`src/hdl/gha_ram.sv`:
```
// ----------------------------------------------------------------------------
// gha_ram
// Simple dual-port synchronous ram: one write port, one read port with
// registered read data.
// ----------------------------------------------------------------------------
module gha_ram #(
  parameter int WIDTH     = 8,
  parameter int ADDR_BITS = 4
) (
  input  logic                 clk,
  input  logic                 we,
  input  logic [ADDR_BITS-1:0] waddr,
  input  logic [WIDTH-1:0]     wdata,
  input  logic                 re,
  input  logic [ADDR_BITS-1:0] raddr,
  output logic [WIDTH-1:0]     rdata
);

  localparam int DEPTH = 1 << ADDR_BITS;

  logic [WIDTH-1:0] mem [DEPTH];

  always_ff @(posedge clk) begin
    if (we) begin
      mem[waddr] <= wdata;
    end
  end

  always_ff @(posedge clk) begin
    if (re) begin
      rdata <= mem[raddr];
    end
  end

endmodule

```
`config.mk`:
```
export PLATFORM = sky130hd
export DESIGN_NAME = gha_ram
export DESIGN_NICKNAME = d
export VERILOG_FILES = /design/src/hdl/gha_ram.sv
export SDC_FILE = /design/constraint.sdc
export NUM_CORES = 1
export LEC_CHECK = 0
export BUFFER_PORTS_ARGS = -buffer_cell sky130_fd_sc_hd__buf_2
export CAP_MARGIN = 20
export CORE_MARGIN = 3
export CORE_UTILIZATION = 54
export DETAILED_ROUTE_END_ITERATION = 8
export PLACE_DENSITY = 0.86
export REMOVE_ABC_BUFFERS = 1
export SLEW_MARGIN = 30
export SYNTH_ARGS = -nofsm -noshare
export SYNTH_HDL_FRONTEND = slang
export SYNTH_SLANG_ARGS = --single-unit
export TNS_END_PERCENT = 30
```
`constraint.sdc`:
```
create_clock -name clk -period 1.8 [get_ports clk]
set_input_delay 0.36 -clock clk [delete_from_list [all_inputs] [get_ports clk]]
set_output_delay 0.36 -clock clk [all_outputs]
set_load 0.01 [all_outputs]
```
==> impl_metrics.csv, run 1 <==
group,metric,value,unit
run_status,outcome,"finished, final reports clean",
timing,setup_violations,0,
floorplanning,dieArea,0.0109,mm²
floorplanning,die_h,104,µm
yosys,ys_seq_area_share,78.1,%
hold_path,holdPathStages,1,
timing,hold_ws,0.233,ns
clock_network,cts_sinks,136,
timing,tightestPinTransition,0.391,ns
drt,drtAntennaViolNets,0,
worst_setup_path,worstPathMaxFanout,1,
worst_setup_path,end_kind,"flip-flop",
hold_path,min_to,"rdata[5]",
floorplanning,die_width,104,µm
global_route,grt_max_degree,33,
yosys,ys_warn_count,0,
clock_network,numCtsBuffers,17,
drt,via_count,2475,
floorplanning,initial_core_util,56.0,%
final_layout,drive_gt1_share,32.0,%
drt,routed_wirelength,9.67,mm
yosys,synth_area,0.00523,mm²
floorplanning,io_pins,27,
global_route,grt_pass1_wl,15.3,mm
clock_network,cts_hold_buffers,0,
final_layout,final_cells,426,
power,p_per_area,1140,mW/mm²
hold_path,hold_class,"input pin to flip-flop",
placed_design,port_buffers,26,
floorplanning,core.rowCount,35,
power,ir_drop,0.593,mV
worst_setup_path,reg2reg_slack,0.30,ns
yosys,synth_xor_area_share,0,%
global_route,grt_overflow,0,
yosys,syn_avg_cell_area,22.8,µm²
clock_network,clock_latency,0.50,ns
final_layout,fin_nets,304,
clock_network,cts-resized-gates,0,
yosys,synth_compound_area_share,2.30,%
drt,dr.pass1.iters,4,
drt,top_layer,"met4",
worst_setup_path,cp.arrival,1.74,ns
clock_network,root_buffer,"clkbuf_8",
worst_setup_path,start_kind,"flip-flop",
worst_setup_path,timing.rr.end,"rdata[3]",
timing,hold_viol,0,
drt,drt_iter0_markers,187,
yosys,synthDistinctLibCells,18,
drt,wl_met1,4.16,mm
drt,vias_per_cell,5.81,
clock_network,clk_pin_slew_worst_paths,0.06,ns
clock_network,cts_setup_buffers,0,
yosys,synth_top_family_by_area,"multiplexers",
global_route,first_global_vias,2613,
clock_network,cts_tree,"done",
worst_setup_path,r2r_cells,3,
yosys,synth-seq-cells,136,
worst_setup_path,required,2.04,ns
global_route,grt_util_all_layers,19.7,%
floorplanning,core-area,0.00933,mm²
placed_design,dp_hpwl,6.16,mm
job,cap_violations,0,
yosys,yosys.area_share.adder,0,%
yosys,synth_simple_gate_area_share,3.14,%
timing,drv_slew,0,
timing,finalClockSkew,0.0149,ns
timing,rsz0062_at_grt,"no",
final_layout,layout_commonest_cell,"edfxtp_1",
placed_design,dp.cells,395,
clock_network,htree_num_levels,4,
final_layout,diodes,0,
yosys,synth_mux_area_share,14.8,%
placed_design,place_congestion,0.736,
worst_setup_path,r2r-start,"mem[8][3]",
drt,wl_met2,4.88,mm
drt,drc,0,
yosys,netlist_instances,229,
timing,max_freq,0.669,GHz
final_layout,final_cell_mix,"edfxtp_1, buf_2, mux4_2, buf_4",
power,p_leak,2.11,nW
worst_setup_path,crit_type,"flip-flop to flip-flop",
drt,wl_per_cell,22.7,µm
timing,setup_tns,0,ns
global_route,antenna_found_initial,0,
timing,timing.final.crit_share,83.1,%
clock_network,clk_path_buf_depth,2,
final_layout,area.growth.synth_to_final,18.2,%
drt,wl_met3,542,µm
timing,slew_headroom,73.9,%
hold_path,worstHoldStart,"re",
timing,period_needed,1.50,ns
-- layer usage --
metal,GRT usage [%],up-vias
met5,0,-
met3,5.59,7
met2,30.7,83
met4,7.03,0
met1,26.9,1293
li1,-,1092
-- registers in the layout, indices dropped and copies added (netlist names) --
| signal | flops |
|---|---|
| mem | 128 |
| rdata | 8 |
-- cell type report --
cell class	count	area (µm²)
Tap cell	129	161
Sequential cell	136	4080
Clock buffer	17	414
Fill cell	585	3150
Timing Repair Buffer	47	325
Clock inverter	14	135
Multi-Input combinational cell	83	1060
-- logic make-up after synthesis --
kind of cell	Yosys count
DFF	136
and+or+nand+nor	35
muxes	32
AOI/OAI and AO/OA	16
buffers and inverters	10
-- critical path, stage by stage (launching register included) --
cell and delay [ns]:
edfxtp_1 0.37, mux4_1 0.51, a22oi_1 0.27, nand2_1 0.09
-- cells in the mapped netlist, drive strengths merged --
cell | count | area share [%]
edfxtp | 136 | 78
nor2 | 13 | 0.93
and2 | 1 | 0.12
buf | 7 | 1.1
nor3 | 4 | 0.38
a22oi | 16 | 2.3
nand3b | 2 | 0.29
nand3 | 1 | 0.096
nand2 | 9 | 0.65
nand2b | 2 | 0.24
mux4 | 32 | 15
and2b | 1 | 0.14
clkdlybuf4s25 | 3 | 0.57
or3b | 1 | 0.17
nor2b | 1 | 0.12
-- report_power, final --
part           leakage, nW  internal [mW]  switching (mW)  total (mW)
logic                0.598          0.145           0.183       0.329
clock network        0.272           1.94            1.19        3.13
registers             1.24           3.57          0.0210        3.59
total                 2.11           5.66            1.40        7.05
-- stage by stage --
stage          total power [mW]  setup slack [ns]  cell area (µm²)  util [%]
2_1_floorplan              3.80           -0.0529             5140         -
6_report                   7.05             0.305             6180      66.2
3_5_place_dp               3.99           -0.0879             5630      60.3
4_1_cts                    7.11             0.285             6180      66.2
5_1_grt                    7.31             0.197             6180      66.2
3_3_place_gp               3.97           -0.0478             5630      60.3
-- worst max path at each step --
stage	start	to	depth (start not counted)
after floorplan	waddr[2]	mem[0][0]	2
after global placement	raddr[0]	rdata[5]	5
after detailed placement	raddr[0]	rdata[3]	5
after CTS	mem[8][3]	rdata[3]	3
after global routing	mem[8][3]	rdata[3]	3
final	mem[8][3]	rdata[3]	3
(Power assumes the default switching activity.)
==> run 2, diff against run 1 <==
--- a/config.mk
+++ b/config.mk
@@ -5,12 +5,13 @@
 export SDC_FILE = /design/constraint.sdc
 export NUM_CORES = 1
 export LEC_CHECK = 0
+export ABC_AREA = 1
 export BUFFER_PORTS_ARGS = -buffer_cell sky130_fd_sc_hd__buf_2
 export CAP_MARGIN = 20
 export CORE_MARGIN = 3
-export CORE_UTILIZATION = 54
+export CORE_UTILIZATION = 55
 export DETAILED_ROUTE_END_ITERATION = 8
-export PLACE_DENSITY = 0.86
+export PLACE_DENSITY = 0.87
 export REMOVE_ABC_BUFFERS = 1
 export SLEW_MARGIN = 30
 export SYNTH_ARGS = -nofsm -noshare
==> constraint.sdc (replaced) <==
create_clock -name clk -period 1.3 [get_ports clk]
set_input_delay 0.26 -clock clk [delete_from_list [all_inputs] [get_ports clk]]
set_output_delay 0.26 -clock clk [all_outputs]
set_load 0.01 [all_outputs]
==> impl_metrics.csv, run 2 <==
group,metric,value,unit
worst_setup_path,critPathMaxStageDelay,0.43,ns
floorplanning,die_h,109,µm
timing,drv_slew,0,
floorplanning,die_width,109,µm
final_layout,fillers,694,
clock_network,cts_setup_buffers,0,
yosys,syn_avg_cell_area,10.6,µm²
worst_setup_path,cp_top_family,"flip-flops",
timing,slew_headroom,57.7,%
worst_setup_path,timing.rr.end,"rdata[4]",
yosys,ys_warn_count,0,
clock_network,clk_path_buf_depth,2,
yosys,synth-seq-cells,136,
drt,dr.pass1.iters,7,
run_status,outcome,"finished with violations",
worst_setup_path,setup.worst_path.start,"rdata[3]",
power,power,10.1,mW
worst_setup_path,cp_slowest_cell,"edfxtp_1",
hold_path,hold_class,"input pin to flip-flop",
worst_setup_path,cp.arrival,1.11,ns
global_route,grt_max_degree,37,
yosys,synth_most_common_cell,"nand2_1",
final_layout,reg.largest.list,"mem (128), rdata (8)",
clock_network,cts_tree,"done",
worst_setup_path,worstPathMaxFanout,1,
timing,finalClockSkew,0.00679,ns
timing,max_freq,0.730,GHz
drt,routed_wirelength,13.5,mm
clock_network,root_buffer,"clkbuf_8",
drt,via_count,4180,
clock_network,numCtsBuffers,17,
hold_path,worstHoldStart,"re",
yosys,ys_seq_area_share,69.8,%
yosys,yosys.area.top_type,"edfxtp_1",
placed_design,port_buffers,26,
global_route,antenna_found_initial,0,
timing,hold_ws,0.115,ns
floorplanning,core.rowCount,37,
clock_network,clock_latency,0.52,ns
global_route,grt_overflow,0,
timing,finalWorstSetupSlack,-0.0691,ns
yosys,synthDistinctLibCells,11,
drt,drt_iter0_markers,508,
drt,drtAntennaViolNets,0,
floorplanning,initial_core_util,56.6,%
placed_design,place_congestion,0.869,
worst_setup_path,crit_type,"flip-flop to output port",
worst_setup_path,start_kind,"flip-flop",
yosys,synth_edf_count,136,
global_route,grt_util_all_layers,24.0,%
final_layout,final_cell_mix,"nand2_1, edfxtp_1, inv_1, nand3_1, buf_2",
drt,drc,0,
final_layout,final_core_utilization,65.6,%
power,p_per_area,1490,mW/mm²
drt,wl_per_cell,18.0,µm
clock_network,htree_num_levels,4,
power,p_leak,2.95,nW
yosys,synth_ff_type,"edfxtp_1",
worst_setup_path,cp_cell_sequence,"buf_2",
global_route,grt_pass1_wl,20.8,mm
clock_network,cts-resized-gates,0,
worst_setup_path,reg2reg_slack,0.13,ns
run_status,violations,"negative setup slack",
placed_design,place_ws,-0.149,ns
yosys,synthTopCellsByCount,"nand2_1, edfxtp_1, inv_1",
timing,period_needed,1.37,ns
final_layout,layout_commonest_cell,"nand2_1",
final_layout,largest_reg_flops,128,
clock_network,cts_sinks,136,
final_layout,area.growth.synth_to_final,15.8,%
global_route,first_global_vias,4105,
worst_setup_path,required,1.04,ns
yosys,netlist_top_cells_area,"edfxtp_1, nand2_1, nand3_1, inv_1, buf_6",
floorplanning,core-area,0.0103,mm²
job,cap_violations,0,
worst_setup_path,worstSetupEndpoint,"rdata[3]",
clock_network,clk_pin_slew_worst_paths,0.06,ns
worst_setup_path,critPathBufInv,1,
timing,setup_tns,-0.224,ns
timing,hold_viol,0,
final_layout,regMostFlops,"mem",
worst_setup_path,r2r_cells,6,
drt,vias_per_cell,5.60,
timing,setup_violations,5,
power,ir_drop,0.938,mV
worst_setup_path,end_kind,"output port",
yosys,async_flop_share,0,%
final_layout,drive_gt1_share,13.0,%
yosys,synth_area,0.00585,mm²
final_layout,diodes,0,
placed_design,dp_hpwl,7.76,mm
timing,tightestPinTransition,0.633,ns
worst_setup_path,cp.depth,1,
timing,rsz0062_at_grt,"yes",
final_layout,fin_nets,618,
yosys,synth_top_area_share,69.8,%
floorplanning,io_pins,27,
yosys,netlist_instances,551,
worst_setup_path,r2r-start,"mem[13][4]",
floorplanning,dieArea,0.0119,mm²
timing,timing.final.crit_share,105,%
==> run 2: cell count changes after synthesis, moves of 10 or more <==
| cell | previous run | this run |
|---|---|---|
| a22oi_1 | 16 | 0 |
| buf_2 | 3 | 13 |
| inv_1 | 0 | 100 |
| mux4_1 | 14 | 0 |
| mux4_2 | 18 | 0 |
| nand2_1 | 9 | 173 |
| nand3_1 | 1 | 97 |
==> run 2: layout make-up <==
cell class,count,area (µm²),share of cell area [%]
Sequential cell,136,4080,60.3
Multi-Input combinational cell,289,1210,17.9
Clock buffer,17,414,6.11
Inverter,102,383,5.65
Timing Repair Buffer,53,370,5.47
Tap cell,136,170,2.51
Clock inverter,13,138,2.03
==> run 2: where the power goes <==
| part | switching (mW) | internal [mW] |
|---|---|---|
| combinational | 0.427 | 0.191 |
| clock | 1.65 | 2.84 |
| sequential | 0.0329 | 4.94 |
| total | 2.11 | 7.98 |
==> run 2: worst min-delay path by stage <==
stage	end	cells after the start	slack, ns
after floorplan	mem[0][0]	0	0.36
after global placement	rdata[1]	1	0.63
after detailed placement	rdata[1]	1	0.63
after CTS	rdata[5]	1	0.10
after global routing	rdata[5]	1	0.11
final	rdata[1]	1	0.11
==> run 2: through the flow <==
stage,instances,area (µm²)
2_1_floorplan,527,5680
3_3_place_gp,716,6220
3_5_place_dp,716,6220
4_1_cts,746,6770
5_1_grt,746,6770
6_report,746,6770
==> run 2: cell families (layout without fill, tap and decap cells) <==
| kind of cell | count (synthesis) | in the layout | synth area share, % |
|---|---|---|---|
| buffers and inverters | 126 | 185 | 9.39 |
| AND/OR/NAND/NOR | 289 | 289 | 20.8 |
| flip-flops | 136 | 136 | 69.8 |
==> run 2: repair_timing <==
action,CTS,global route
setup endpoints to repair,6,8
hold buffers,0,0
endpoints found under the hold margin,0,0
==> run 2: per-layer routing <==
metal / track usage (%) / wire [µm] / vias to the layer above
met2: 40.1 / 6880 / 291
met5: 0 / 0 / -
met4: 12.4 / 468 / 0
li1: - / - / 1873
met1: 29.9 / 4920 / 1961
met3: 4.32 / 1190 / 55
==> run 3, diff against run 2 <==
--- a/config.mk
+++ b/config.mk
@@ -8,11 +8,13 @@
 export ABC_AREA = 1
 export BUFFER_PORTS_ARGS = -buffer_cell sky130_fd_sc_hd__buf_2
 export CAP_MARGIN = 20
+export CORE_ASPECT_RATIO = 1.5
 export CORE_MARGIN = 3
 export CORE_UTILIZATION = 55
 export DETAILED_ROUTE_END_ITERATION = 8
 export PLACE_DENSITY = 0.87
 export REMOVE_ABC_BUFFERS = 1
+export SKIP_CTS_REPAIR_TIMING = 1
 export SLEW_MARGIN = 30
 export SYNTH_ARGS = -nofsm -noshare
 export SYNTH_HDL_FRONTEND = slang
==> impl_metrics.csv, run 3 (synthesized netlist as in run 2, its figures left out) <==
group,metric,value,unit
run_status,outcome,"finished, final reports clean",
drt,routed_wirelength,13.3,mm
worst_setup_path,cp.arrival,0.98,ns
floorplanning,die_h,132,µm
timing,timing.final.crit_share,95.1,%
timing,drv_slew,0,
global_route,antenna_found_initial,0,
power,p_int,8.32,mW
final_layout,layout_commonest_cell,"nand2_1",
worst_setup_path,cp_slowest_cell,"edfxtp_1",
worst_setup_path,crit_type,"flip-flop to output port",
power,swShare,20.8,%
worst_setup_path,critPathMaxStageDelay,0.40,ns
worst_setup_path,start_kind,"flip-flop",
job,cap_violations,0,
placed_design,dpl-instance-area,0.00623,mm²
final_layout,fillers,710,
timing,tightestPinTransition,0.564,ns
global_route,grt_overflow,0,
placed_design,place_congestion,0.911,
power,p_per_area,1540,mW/mm²
final_layout,final_cell_mix,"nand2_1, edfxtp_1, inv_1, nand3_1, buf_2",
timing,finalClockSkew,0.00790,ns
final_layout,drive_gt1_share,13.4,%
drt,drc,0,
floorplanning,dieArea,0.0119,mm²
timing,period_needed,1.24,ns
timing,hold_viol,0,
placed_design,port_buffers,26,
final_layout,diodes,0,
floorplanning,core.rowCount,45,
drt,via_count,4071,
worst_setup_path,worstPathMaxFanout,1,
drt,vias_per_cell,5.41,
drt,drt_iter0_markers,423,
clock_network,clk_pin_slew_worst_paths,0.06,ns
drt,wl_per_cell,17.6,µm
floorplanning,core-area,0.0102,mm²
hold_path,hold_class,"input pin to flip-flop",
worst_setup_path,required,1.04,ns
timing,rsz0062_at_grt,"no",
power,p_leak,2.98,nW
worst_setup_path,critPathBufInv,1,
final_layout,largest_reg_flops,128,
final_layout,final_cells,752,
placed_design,dp_hpwl,8.47,mm
timing,slew_headroom,62.4,%
drt,drtAntennaViolNets,0,
power,ir_drop,1.24,mV
final_layout,regMostFlops,"mem",
worst_setup_path,end_kind,"output port",
global_route,grt_max_degree,33,
clock_network,numCtsBuffers,17,
final_layout,fin_nets,617,
clock_network,cts_sinks,136,
floorplanning,io_pins,27,
clock_network,clock_latency,0.42,ns
global_route,grt_util_all_layers,23.8,%
timing,setup_violations,0,
power,switching_power,2.19,mW
power,pwr-share-clk,46.8,%
floorplanning,initial_core_util,57.1,%
timing,hold_ws,0.195,ns
clock_network,root_buffer,"clkbuf_16",
clock_network,cts_tree,"done",
floorplanning,die_width,90.2,µm
worst_setup_path,cp_cell_sequence,"buf_2",
clock_network,clk_path_buf_depth,2,
placed_design,dp.cells,720,
final_layout,reg.largest.list,"mem (128), rdata (8)",
power,power_frac_seq,47.3,%
final_layout,area.growth.synth_to_final,17.0,%
global_route,first_global_vias,4098,
timing,max_freq,0.809,GHz
final_layout,final_area,0.00684,mm²
global_route,grt_pass1_wl,21.0,mm
drt,dr.pass1.iters,7,
worst_setup_path,cp_top_family,"flip-flops",
power,power_frac_comb,5.9,%
clock_network,htree_num_levels,4,
[run 3: routing by layer]
layer  wire length [µm]  vias to the layer above  track usage (%)
li1                   -                     1870                -
met4                745                        0             17.4
met2               6760                      258             40.2
met3               1020                       61             5.25
met5                  0                        -                0
met1               4730                     1882             26.3
[run 3: final timing paths]
path / from / endpoint / slack [ns] / depth (start not counted)
max: rdata[1] / rdata[1] / 0.06 / 1
min: re / rdata[0] / 0.20 / 1
max reg2reg: mem[6][3] / rdata[3] / 0.14 / 6
min reg2reg: mem[11][0] / rdata[0] / 0.74 / 6
[run 3: stage by stage]
| stage | power [mW] | setup WS [ns] | utilization, % | setup TNS [ns] |
|---|---|---|---|---|
| finish | 10.5 | 0.0638 | 66.8 | 0 |
| CTS | 10.5 | 0.0446 | 66.8 | 0 |
| detailed placement | 5.66 | -0.124 | 60.8 | -0.711 |
| global placement | 5.64 | -0.108 | 60.8 | -0.581 |
| global route | 10.8 | 0.0357 | 66.8 | 0 |
| floorplan | 5.33 | -0.0806 | - | -0.589 |
[run 3: area by class of cell]
class | instances | area [µm²] | area share, %
Multi-Input combinational cell | 289 | 1210 | 17.7
Clock inverter | 14 | 180 | 2.63
Timing Repair Buffer | 52 | 375 | 5.49
Clock buffer | 18 | 429 | 6.27
Tap cell | 141 | 176 | 2.58
Sequential cell | 136 | 4080 | 59.7
Inverter | 102 | 383 | 5.60
[run 3: power by group through the flow]
stage,combinational [mW],clock (mW),sequential [mW]
final,0.623,4.92,4.97
after global routing,0.684,5.12,4.97
after CTS,0.617,4.95,4.97
after detailed placement,0.605,0,5.06
after global placement,0.584,0,5.05
after floorplan,0.265,0,5.06
